`config.mk`:
```
export PLATFORM = sky130hd
export DESIGN_NAME = brc_ctrl
export DESIGN_NICKNAME = d
export VERILOG_FILES = /design/src/hw/rtl/brc_pkg.sv /design/src/hw/rtl/brc_ctrl.sv
export SDC_FILE = /design/constraint.sdc
export NUM_CORES = 1
export LEC_CHECK = 0
export BUFFER_PORTS_ARGS = -buffer_cell sky130_fd_sc_hd__buf_4
export CAP_MARGIN = 15
export CORE_AREA = 2 2 39 41
export CTS_CLUSTER_SIZE = 8
export DETAILED_ROUTE_END_ITERATION = 16
export DIE_AREA = 0 0 41 43
export GPL_ROUTABILITY_DRIVEN = 1
export HOLD_SLACK_MARGIN = 0.03
export PLACE_DENSITY = 0.77
export SYNTH_ARGS = -nofsm -noshare
export SYNTH_HDL_FRONTEND = slang
export SYNTH_SLANG_ARGS = --single-unit
```
`constraint.sdc`:
```
create_clock -name clk_i -period 1.5 [get_ports clk_i]
set_input_delay 0.225 -clock clk_i [delete_from_list [all_inputs] [get_ports clk_i]]
set_output_delay 0.225 -clock clk_i [all_outputs]
set_load 0.005 [all_outputs]
```
`src/hw/rtl/brc_pkg.sv`:
```
// Package: shared types, codes and constants of the branch rate classifier.
package brc_pkg;

  localparam int PC_W  = 48;
  localparam int VAL_W = 48;
  localparam int HYB_W = 11;
  localparam int BIN_W = 5;
  localparam int SEL_W = 3;

  typedef enum logic [1:0] {
    CMD_EVENT    = 2'd0,
    CMD_CLASSIFY = 2'd1,
    CMD_READ     = 2'd2,
    CMD_NOP      = 2'd3
  } cmd_e;

  typedef enum logic [SEL_W-1:0] {
    RSEL_HYB_CNT = 3'd0,
    RSEL_TKN_CNT = 3'd1,
    RSEL_TRN_CNT = 3'd2,
    RSEL_HYB_EX  = 3'd3,
    RSEL_TKN_EX  = 3'd4,
    RSEL_TRN_EX  = 3'd5,
    RSEL_TOTAL   = 3'd6
  } rsel_e;

  typedef enum logic [3:0] {
    S_INIT_CLR,
    S_IDLE,
    S_SCAN_ADDR,
    S_SCAN_CMP,
    S_EVT_WR,
    S_CLS_CLR,
    S_WALK_ADDR,
    S_WALK_DATA,
    S_DIV,
    S_HIST_RD,
    S_HIST_WR,
    S_READ_ADDR,
    S_READ_DATA,
    S_DONE
  } state_e;

  typedef struct packed {
    logic in_ready;
    logic load_in;
    logic clr_step;
    logic scan_rd;
    logic scan_cmp;
    logic scan_inc;
    logic evt_wr;
    logic walk_ld;
    logic div_step;
    logic hist_rd;
    logic hist_wr;
    logic rd_issue;
    logic rd_cap;
    logic out_load;
  } ctrl_t;

  typedef struct packed {
    cmd_e in_cmd;
    logic scan_end;
    logic pc_match;
    logic clr_done;
    logic div_done;
    logic out_free;
  } stat_t;

endpackage

```
`src/hw/rtl/brc_ctrl.sv`:
```
// Controller: sequencer state machine of the branch rate classifier.
module brc_ctrl import brc_pkg::*; (
  input  logic  clk_i,
  input  logic  rst_ni,
  input  logic  in_valid_i,
  input  stat_t stat_i,
  output ctrl_t ctrl_o
);

  state_e state_q, state_d;

  always_ff @(posedge clk_i or negedge rst_ni) begin
    if (!rst_ni) begin
      state_q <= S_INIT_CLR;
    end else begin
      state_q <= state_d;
    end
  end

  always_comb begin
    state_d = state_q;
    unique case (state_q)
      S_INIT_CLR: if (stat_i.clr_done) state_d = S_IDLE;
      S_IDLE: begin
        if (in_valid_i) begin
          unique case (stat_i.in_cmd)
            CMD_EVENT:    state_d = S_SCAN_ADDR;
            CMD_CLASSIFY: state_d = S_CLS_CLR;
            CMD_READ:     state_d = S_READ_ADDR;
            default:      state_d = S_DONE;
          endcase
        end
      end
      S_SCAN_ADDR: state_d = stat_i.scan_end ? S_EVT_WR : S_SCAN_CMP;
      S_SCAN_CMP:  state_d = stat_i.pc_match ? S_EVT_WR : S_SCAN_ADDR;
      S_EVT_WR:    state_d = S_DONE;
      S_CLS_CLR:   if (stat_i.clr_done) state_d = S_WALK_ADDR;
      S_WALK_ADDR: state_d = stat_i.scan_end ? S_DONE : S_WALK_DATA;
      S_WALK_DATA: state_d = S_DIV;
      S_DIV:       if (stat_i.div_done) state_d = S_HIST_RD;
      S_HIST_RD:   state_d = S_HIST_WR;
      S_HIST_WR:   state_d = S_WALK_ADDR;
      S_READ_ADDR: state_d = S_READ_DATA;
      S_READ_DATA: state_d = S_DONE;
      S_DONE:      if (stat_i.out_free) state_d = S_IDLE;
      default:     state_d = S_IDLE;
    endcase
  end

  always_comb begin
    ctrl_o = '0;
    unique case (state_q)
      S_INIT_CLR:  ctrl_o.clr_step = 1'b1;
      S_IDLE: begin
        ctrl_o.in_ready = 1'b1;
        ctrl_o.load_in  = in_valid_i;
      end
      S_SCAN_ADDR: ctrl_o.scan_rd = !stat_i.scan_end;
      S_SCAN_CMP: begin
        ctrl_o.scan_cmp = 1'b1;
        ctrl_o.scan_inc = !stat_i.pc_match;
      end
      S_EVT_WR:    ctrl_o.evt_wr = 1'b1;
      S_CLS_CLR:   ctrl_o.clr_step = 1'b1;
      S_WALK_ADDR: ctrl_o.scan_rd = !stat_i.scan_end;
      S_WALK_DATA: ctrl_o.walk_ld = 1'b1;
      S_DIV:       ctrl_o.div_step = 1'b1;
      S_HIST_RD:   ctrl_o.hist_rd = 1'b1;
      S_HIST_WR: begin
        ctrl_o.hist_wr  = 1'b1;
        ctrl_o.scan_inc = 1'b1;
      end
      S_READ_ADDR: ctrl_o.rd_issue = 1'b1;
      S_READ_DATA: ctrl_o.rd_cap = 1'b1;
      S_DONE:      ctrl_o.out_load = stat_i.out_free;
      default:     ctrl_o = '0;
    endcase
  end

endmodule

```
Word level (Yosys, flattened, before mapping). Index checks and enable logic that the tools add are counted. Widths: inputs -> output; s select.

Bits in registers: 4. Input bits: 10. Word-level logic and storage cells: 52.

Equal/unequal tests: 20. Multiplexer cells: 23. Reduce and logical (&&, ||, !) cells: 8.

Operator list (count): $pmux 4 s13 (1); $eq 4x4->1 const B (6); $mux 4 (6); $eq 4x3->1 const B (4); $pmux 4 s3 (1); $mux 1 (11); $ne 2x2->1 const B (5); $eq 4x2->1 const B (2); $mux 3 (2); $reduce_or 2->1 (3); $reduce_and 5->1 (1); $eq 4x1->1 const B (1); $logic_not 4->1 (1); $eq 2x1->1 const B (1); $eq 2x2->1 const B (1); $logic_not 1->1 (2); $logic_not 2->1 (1); $mux 2 (1); $pmux 1 s2 (1).

Depth between registers and ports, before layout.
Depth in word-level cells: 4. Gate-level depth with buffers: 6.

Least setup slack after synthesis. No wires, ideal clock.

Kind: register -> register. Start point: register state_q[3]. End point: register state_q[0]. Setup time: 0.125 ns. Data arrival time: 1.313 ns. Path slack: 0.062 ns. Stages on the path, launching flop included: 6. Path buffers: 1. Clock period less this slack: 1.438 ns. Cell sequence: dfrtp_1 > buf_2 > nand2_1 > o21ai_0 > a211oi_2 > mux2_4.

Longest elaborated chain between the ends: 3.

RTL lines: start, declared (RTL line brc_ctrl.sv:10) `state_e state_q, state_d;`; start signal, assigned (RTL line brc_ctrl.sv:16) `state_q <= state_d;`; $eq 4x4->1 (tied with other cells) (RTL line brc_ctrl.sv:22) `unique case (state_q)`; $reduce_or 2->1 (no source line) / $ne 2x2->1 (equally long branches); $pmux 4 s13 / $reduce_and 5->1 (equally long branches).

Several ways; a longest one is shown, not always the timed one. A chain may end at the register's enable or synchronous reset.

==> impl_results.md <==
* Die Span X at 41 um
* Clock skew at 2.974 ps
* H-tree levels at 1
* Sink Count at 4
* Layout cells sized above 1 at 0.7094
* Final period utilization at 1.118
* Gate power share at 0.833
* CP Data Arrival Time at 1450 ps
* Slew @ Worst Pin at 420.0 ps
* Reg2reg path depth at 5
* Setup ws final at -176.8 ps
* Global-route wire length before repair at 2.628 mm
* Peak Freq at 596.4 MHz
* HP Class: in -> async
* P_sw at 1.116 mW
* Final Wtd Congestion at 0.8562
* Vias per cell at 5.774
* # fillers at 78
* TritonCTS Buffers at 3
* Final Total Pwr at 2.519 mW
* Post-Syn Nets at 76
* Post-synth cell types at 34
* Regs by FF count: state_q x4
* Total track usage at 0.2171
* Vias in the first global route at 655
* Int Pwr at 1.403 mW
* Critical path endpoint category: output pin
* Clk_lat worst skew at 240 ps
* Startpoint class of the critical path: flip-flop
* Die height at 43 um
* Synth Warn # at 0
* DRT iter0 DRCs at 30
* Post-Place Setup Slack at -70.07 ps
* Starting Density at 0.3445
* Clk Tree Root Cell: clkbuf_4
* Final cell count without fillers at 133
* #FFs+latches synth at 4
* Cells after Synth at 66
* Fin crit period at 1677 ps
* # diodes at 0
* Failing checks: setup timing
* Sequential Area at 103.9 um^2
* Sequential Power Share at 0.108
* GRT overflow at 0
* Register area share after synthesis at 0.2100
* Area growth from synthesis to layout at 121.5%
* Clock power frac at 0.058
* Final setup fails at 14
* Pwr per Cell Area at 2385 nW/um^2
* Outcome: complete, but fails checks
* Largest Register: state_q
* Core ar. at 1384 um^2
* Largest net degree at the start of global routing at 16
* Detailed placement HPWL at 1.094 mm
* Final Hold Vio Count at 0
* Max Slew Vio Count at 0
* Setup CP Type: reg -> out
* Synth Cell Area at 476.7 um^2
* Unrepaired setup endpoints after global routing: yes
* CTS tree: built
* Leakage power at 0.4893 nW
* Row cnt at 14
* Area of the multi-input gates at 462.9 um^2
* Initial antenna violation count at 0
* Max Root-Sink Buffers at 2
* Max-cap violation count at 0
* DR WL/cell at 18.77 um
* Sw Ratio at 0.4431
* Clock transition at path regs at 40 ps
* Worst IR drop on VDD at 1.364 mV
* Die area at 1763 um^2
* Post-DRT Antenna Nets at 0
* Maximum fanout along the worst path at 6
* WL final at 2.496 mm
* IO Count at 24
* I/O Buffers at 23
* Length of the first detailed-routing pass in iterations at 4
* Setup TNS at -1341 ps
* Max reg flops at 4
* Nets@finish at 129
* Average size of a mapped cell at 7.223 um^2
* Post-route DRC at 0
* Rel. slew slack at 0.7193
* Worst path required time at 1270 ps
* Via count at 768
* Dpl cells at 109
-- path summary, 6_finish.rpt --
kind / to / slack (ps) / startpoint
min in group clk_i: state_q[3]$_DFFE_PN0P_ / 380 / in_valid_i
max: ctrl_o[7] / -180 / state_q[2]$_DFFE_PN0P_
min reg2reg: state_q[3]$_DFFE_PN0P_ / 850 / state_q[3]$_DFFE_PN0P_
min: state_q[3]$_DFFE_PN0P_ / 320 / rst_ni
max reg2reg: state_q[0]$_DFFE_PN0P_ / -160 / state_q[3]$_DFFE_PN0P_
max in group asynchronous: state_q[1]$_DFFE_PN0P_ / 1060 / rst_ni
-- per-stage QoR --
step                area, um^2  hold WS, ps  utilization
global placement         708.2        21.93       0.5118
global route              1056        334.2       0.7631
floorplan                476.7       -70.59            -
CTS                      890.9        323.5       0.6438
detailed placement       708.2        22.29       0.5118
finish                    1056        321.2       0.7631
-- power by group through the flow --
stage	clock network [mW]	registers [mW]	logic (mW)
2_1_floorplan	0	0.206	0.752
4_1_cts	0.136	0.236	1.53
3_3_place_gp	0	0.242	1.13
3_5_place_dp	0	0.247	1.15
6_report	0.147	0.273	2.10
5_1_grt	0.156	0.274	2.20
-- cell usage after synthesis --
cell type | instances | area (um^2)
nand2b_1 | 4 | 25.02
nor3b_1 | 1 | 7.510
nor2b_1 | 1 | 6.260
a32o_1 | 1 | 10.01
nor2_1 | 8 | 30.03
a21o_1 | 1 | 7.510
xor2_1 | 1 | 8.760
o32a_1 | 1 | 10.01
inv_1 | 2 | 7.510
mux2_4 | 1 | 15.01
a211oi_1 | 1 | 7.510
or2b_1 | 2 | 15.01
or2_2 | 1 | 6.260
a221o_1 | 1 | 10.01
o21ai_0 | 3 | 15.01
nor4_1 | 2 | 12.51
o21ai_1 | 1 | 5.000
and2_1 | 2 | 12.51
o32ai_1 | 1 | 8.760
a2111oi_0 | 1 | 8.760
buf_2 | 2 | 10.01
clkbuf_1 | 1 | 3.750
dfrtp_1 | 4 | 100.1
nor3_1 | 8 | 40.04
buf_6 | 1 | 11.26
buf_4 | 1 | 7.510
o31a_1 | 1 | 8.760
nand2_1 | 3 | 11.26
or3_1 | 1 | 6.260
o21a_1 | 1 | 7.510
nand3_1 | 1 | 5.000
a211oi_2 | 1 | 12.51
a21oi_1 | 4 | 20.02
buf_1 | 1 | 3.750
-- per-layer routing --
metal  track usage  up-vias  part of all wire
met5             0        -                 0
met4       0.08000        0             0.025
met3       0.01571        8             0.059
met2        0.3875       47              0.51
met1        0.2484      369              0.40
li1              -      344                 -
-- final cells by class --
class | instances | area share
Clock buffer | 3 | 0.02133
Inverter | 2 | 0.007109
Multi-Input combinational cell | 54 | 0.4384
Sequential cell | 4 | 0.09834
Tap cell | 16 | 0.01896
Timing Repair Buffer | 54 | 0.4159
-- kinds of logic (layout without fill, tap and decap cells) --
| group | after synthesis | in the layout | share of synthesized area |
|---|---|---|---|
| and+or+nand+nor | 34 | 34 | 0.3727 |
| DFF | 4 | 4 | 0.2100 |
| muxes | 1 | 1 | 0.03149 |
| xor gates and xnor gates | 1 | 1 | 0.01838 |
| AOI/OAI and AO/OA | 18 | 18 | 0.2756 |
| buffers and inverters | 8 | 59 | 0.09186 |
-- worst max-delay path, cell delays in order, from the launching register on --
cell and delay [ps]:
dfrtp_2 460, buf_6 150, or2b_4 290, nor3_4 180, buf_4 130
-- repair_timing --
item                                   in CTS  in global routing
setup endpoints to repair                  13                 16
endpoints found under the hold margin       4                  0
buffers inserted                           10                  9
resized for setup                          16                 23
cloned                                      0                  1
hold buffers                                1                  0
pin swaps                                   3                 10
-- cell usage in the layout (no fill, tap or decap), types with 2 or more instances in the layout --
cell	instances
inv_1	2
nor3_2	4
clkbuf_4	3
nand2b_4	2
nor3_4	2
o21ai_0	3
a21oi_1	3
dfrtp_2	3
nor3_1	2
nand2_1	2
nor2_1	4
and2_1	2
nor2_2	3
buf_4	44
buf_6	7
Power figures use the tool's default switching activity.
